$ cat src/hdl/plira_pkg.sv
// ----------------------------------------------------------------------------
// plira_pkg
// Shared types and constants for the pair list with insert/remove at index.
// ----------------------------------------------------------------------------
package plira_pkg;

  localparam int DEPTH       = 16;
  localparam int KEY_BITS    = 32;
  localparam int VALUE_BITS  = 32;
  localparam int KIND_BITS   = 3;
  localparam int FIELD_BITS  = 32;
  localparam int POS_BITS    = 4;
  localparam int STATUS_BITS = 2;
  localparam int COUNT_BITS  = 5;
  localparam int CNT_BITS    = $clog2(DEPTH + 1);
  // width for comparing positions, indexes and the count against each other
  localparam int CMP_BITS    = (CNT_BITS > POS_BITS) ? CNT_BITS : POS_BITS;

  typedef logic [KEY_BITS-1:0]   key_t;
  typedef logic [VALUE_BITS-1:0] value_t;
  typedef logic [CMP_BITS-1:0]   cmp_t;

  typedef enum logic [KIND_BITS-1:0] {
    KIND_APPEND    = 3'd0,
    KIND_INSERT    = 3'd1,
    KIND_REMOVE    = 3'd2,
    KIND_READ_POS  = 3'd3,
    KIND_READ_KEY  = 3'd4,
    KIND_WRITE_KEY = 3'd5
  } kind_t;

  typedef enum logic [STATUS_BITS-1:0] {
    ST_OK    = 2'd0,
    ST_FULL  = 2'd1,
    ST_RANGE = 2'd2,
    ST_NOKEY = 2'd3
  } status_t;

  typedef struct packed {
    key_t   key;
    value_t value;
  } entry_t;

  // broadcast to every cell of the row
  typedef struct packed {
    logic   do_append;
    logic   do_insert;
    logic   do_remove;
    logic   do_read_pos;
    logic   do_lookup;
    logic   do_write_key;
    cmp_t   pos;
    cmp_t   count;
    entry_t data;
  } cmd_t;

endpackage

$ cat src/hdl/plira_cell.sv
// ----------------------------------------------------------------------------
// plira_cell
// One list slot: holds a pair, shifts with its neighbors on insert/remove,
// takes part in the first-match search and the read-out chain.
// ----------------------------------------------------------------------------
module plira_cell
  import plira_pkg::*;
(
  input  logic   clk,
  input  cmp_t   idx,
  input  cmd_t   cmd,
  input  entry_t left,
  input  entry_t right,
  output entry_t entry,
  input  logic   seen_in,
  output logic   seen_out,
  input  entry_t rd_in,
  output entry_t rd_out
);

  entry_t entry_r, entry_nxt;
  logic   in_list, match, first, sel;
  cmp_t   idx_up;

  assign idx_up   = idx + cmp_t'(1);
  assign in_list  = idx < cmd.count;
  assign match    = cmd.do_lookup && in_list && (entry_r.key == cmd.data.key);
  assign first    = match && !seen_in;
  assign seen_out = seen_in || match;
  assign sel      = (cmd.do_read_pos && (idx == cmd.pos)) || first;
  assign rd_out   = sel ? entry_r : rd_in;
  assign entry    = entry_r;

  always_comb begin
    entry_nxt = entry_r;
    if (cmd.do_append && (idx == cmd.count)) begin
      entry_nxt = cmd.data;
    end
    if (cmd.do_insert) begin
      if (idx == cmd.pos) begin
        entry_nxt = cmd.data;
      end else if ((idx > cmd.pos) && (idx <= cmd.count)) begin
        entry_nxt = left;
      end
    end
    if (cmd.do_remove && (idx >= cmd.pos) && (idx_up < cmd.count)) begin
      entry_nxt = right;
    end
    if (cmd.do_write_key && first) begin
      entry_nxt.value = cmd.data.value;
    end
  end

  always_ff @(posedge clk) begin
    entry_r <= entry_nxt;
  end

endmodule

$ cat config.mk
export PLATFORM = sky130hd
export DESIGN_NAME = plira_cell
export DESIGN_NICKNAME = d
export VERILOG_FILES = /design/src/hdl/plira_pkg.sv /design/src/hdl/plira_cell.sv
export SDC_FILE = /design/constraint.sdc
export NUM_CORES = 1
export LEC_CHECK = 0
export BUFFER_PORTS_ARGS = -buffer_cell sky130_fd_sc_hd__buf_2
export CORE_AREA = 2 2 160 162
export DETAILED_ROUTE_END_ITERATION = 16
export DIE_AREA = 0 0 162 164
export GPL_TIMING_DRIVEN = 0
export HOLD_SLACK_MARGIN = 0.08
export PLACE_DENSITY = 0.57
export RECOVER_POWER = 25
export SLEW_MARGIN = 20
export SYNTH_ARGS = -nofsm -noshare
export SYNTH_HDL_FRONTEND = slang
export SYNTH_SLANG_ARGS = --single-unit
export TNS_END_PERCENT = 100
$ cat constraint.sdc
create_clock -name clk -period 4.4 [get_ports clk]
set_input_delay 0.22 -clock clk [delete_from_list [all_inputs] [get_ports clk]]
set_output_delay 0.22 -clock clk [all_outputs]
set_load 0.01 [all_outputs]
==> results.yml <==
status:
  status: "complete, no violations"
timing:
  grt_setup_unrepaired: "no"
  fin_ws_ns: 1.02
  tns_ns: 0
  skew_ns: 0.0140
  drv_slew: 0
  fmax_mhz: 296
  relSlewSlack: 0.360
  final_hold_viol_count: 0
  fin_crit_ns: 3.38
  whs_ns: 0.0902
  post-route-period-util: 0.767
  tightest_slew_ns: 0.952
  final-setup-viol-count: 0
critical_path:
  crit_required_ns: 4.18
  cp_slowest_cell: "nor4_1"
  critPathKind: "reg2out"
  cp_max_fo: 10
  worst_path_dominant_cell_family: "simple AND/OR/NAND/NOR gates"
  crit_buf_inv: 2
  cp-end-kind: "output port"
  cpPeakStageDelay_ns: 0.56
  startpoint: "entry[36]$_DFF_P_"
  crit_arrival_ns: 3.16
  r2r_slack_ns: 1.73
  crit_chain: "xor2_1, nor4_1, nand2_1, nor2_1, nand3_1, nand2_2, buf_6, mux2_1, buf_2"
  cp-start-kind: "flip-flop"
  r2r-start: "entry[36]$_DFF_P_"
power_and_ir_drop:
  vdd_drop_max_mv: 0.149
  power_mw: 3.30
  p_per_area_nw_per_um2: 340
  leakage_nw: 4.73
synthesis:
  synth_area_um2: 6880
  yosysSeqAreaShare: 0.186
  postSynthAreaPerCell_um2: 7.57
  ys_warn_count: 0
  synth_cells: 909
  syn_nets: 1204
  yosys_register_bits: 64
  synth_cell_type_count: 42
die:
  die_h_um: 164
  ioPinCount: 408
  die-area_um2: 26600
  start_util: 0.277
  fp-row-count: 58
  die_w_um: 162
  core-area_um2: 24800
clocking:
  clk_latency_ns: 0.35
  htreeDepth: 3
  cts_resized: 0
  clkSinkCount: 64
  numCtsBuffers: 9
  cts_tree: "done"
  cts_setup_buffers: 0
  cts-root-buf: "clkbuf_16"
  path_clk_slew_ns: 0.06
  clock_path_buffers: 2
run:
  maxCapViolations: 0
global_route:
  grt_pass1_vias: 8183
  grtUsageTotal: 0.234
  grt_pass1_wl_mm: 48.1
  grt_antenna_before_repair: 7
  grt_max_degree: 12
  overflow: 0
worst_hold_path:
  hp-start: "right[47]"
  hp-class: "in2reg"
finish:
  postLayoutCellArea_um2: 9700
  layout_commonest_cell: "buf_2"
  mostFrequentLayoutCells: "buf_2 (377), nand2_1 (106), nor2_1 (102)"
  seq_area_um2: 1280
  fillers: 2757
  multi_input_area_um2: 5120
  syn_to_final_growth_pct: 41.0
  largest_reg_flops: 64
  drive_gt1_frac: 0.309
  nets: 1637
routing:
  num_vias: 8808
  viasPerCell: 5.24
  drc_errors: 0
  wire_per_inst_um: 19.6
  drtIter0Drc: 685
  routed_wirelength_mm: 33.0
  dr.pass1.iters: 5
  ant_nets: 0
placement:
  place_ws_ns: 1.32
  placed_area_um2: 9330
  dp_hpwl_mm: 25.7
  port_buffers: 406
  place_congestion: 0.875
path summary, 6_finish.rpt:
kind / endpoint / cells past startpoint
max: rd_out[51] / 9
min: entry[47]$_DFF_P_ / 3
max reg2reg: entry[16]$_DFF_P_ / 8
min reg2reg: entry[46]$_DFF_P_ / 2
through the flow:
step	util	cells
floorplan	-	909
global placement	0.376	1645
detailed placement	0.376	1645
CTS	0.393	1677
global route	0.391	1681
finish	0.391	1682
cells by family after synthesis:
group	count (synthesis)	share of synthesized area
mux	128	0.198
fa+ha+maj	16	0.0291
xor+xnor	35	0.0446
flops	64	0.186
buf+inv	92	0.0695
simple gates	304	0.197
compound gates	270	0.275
worst reg2reg max path, stage by stage, from the launching register on:
cell and delay, ns:
dfxtp_1 0.39, xor2_1 0.22, nor4_1 0.57, nand2_1 0.14, nor2_1 0.23, nand4_4 0.27, clkbuf_1 0.37, o311a_1 0.20
a211oi_1 0.20
metal layers:
metal  vias to the layer above  routed length [µm]  share of wire  global-route usage
met2                       406               15700           0.48               0.385
li1                       4247                   -              -                   -
met5                         -                  27        0.00082                   0
met4                         4                 546          0.017              0.0648
met3                        41                2420          0.073              0.0402
met1                      4110               14300           0.43               0.316
timing repair:
item	in CTS	in global routing
hold endpoints to repair	16	0
endpoints found under the setup margin	0	0
hold buffers	16	0
layout make-up:
type	instances	share of cell area
timing repair buffer	422	0.220
clock inverter	6	0.00374
clock buffer	10	0.0236
sequential	64	0.132
buffer	82	0.0454
tap	330	0.0426
inverter	10	0.00387
antenna	5	0.00129
multi-input combinational	753	0.528
synthesized netlist by cell type (all sizes together):
cell / instances / share of area
nand4: 5 / 0.0067
nor4: 3 / 0.0027
nand3: 6 / 0.0044
buf: 43 / 0.043
o21a: 34 / 0.037
and2b: 1 / 0.0013
or3: 1 / 0.00091
and2: 1 / 0.00091
or2: 3 / 0.0027
o311a: 32 / 0.047
a211oi: 64 / 0.070
nand2: 107 / 0.059
inv: 10 / 0.0055
xnor2: 22 / 0.028
o21ai: 37 / 0.027
nor2: 103 / 0.057
dfxtp: 64 / 0.19
mux2i: 64 / 0.093
nor3: 35 / 0.025
and4: 1 / 0.0016
mux2: 64 / 0.10
a21oi: 69 / 0.051
o22a: 1 / 0.0013
ha: 16 / 0.029
nand2b: 2 / 0.0018
o221ai: 32 / 0.041
clkbuf: 39 / 0.021
and3: 34 / 0.031
nand3b: 1 / 0.0011
xor2: 13 / 0.017
nor2b: 1 / 0.00091
a41o: 1 / 0.0015
report_power, final:
part	switching [mW]	leakage (nW)	internal [mW]
Sequential	0.262	0.538	0.783
Combinational	0.825	4.06	0.730
Clock	0.317	0.132	0.380
No activity file was read; power rests on OpenSTA's default activity.
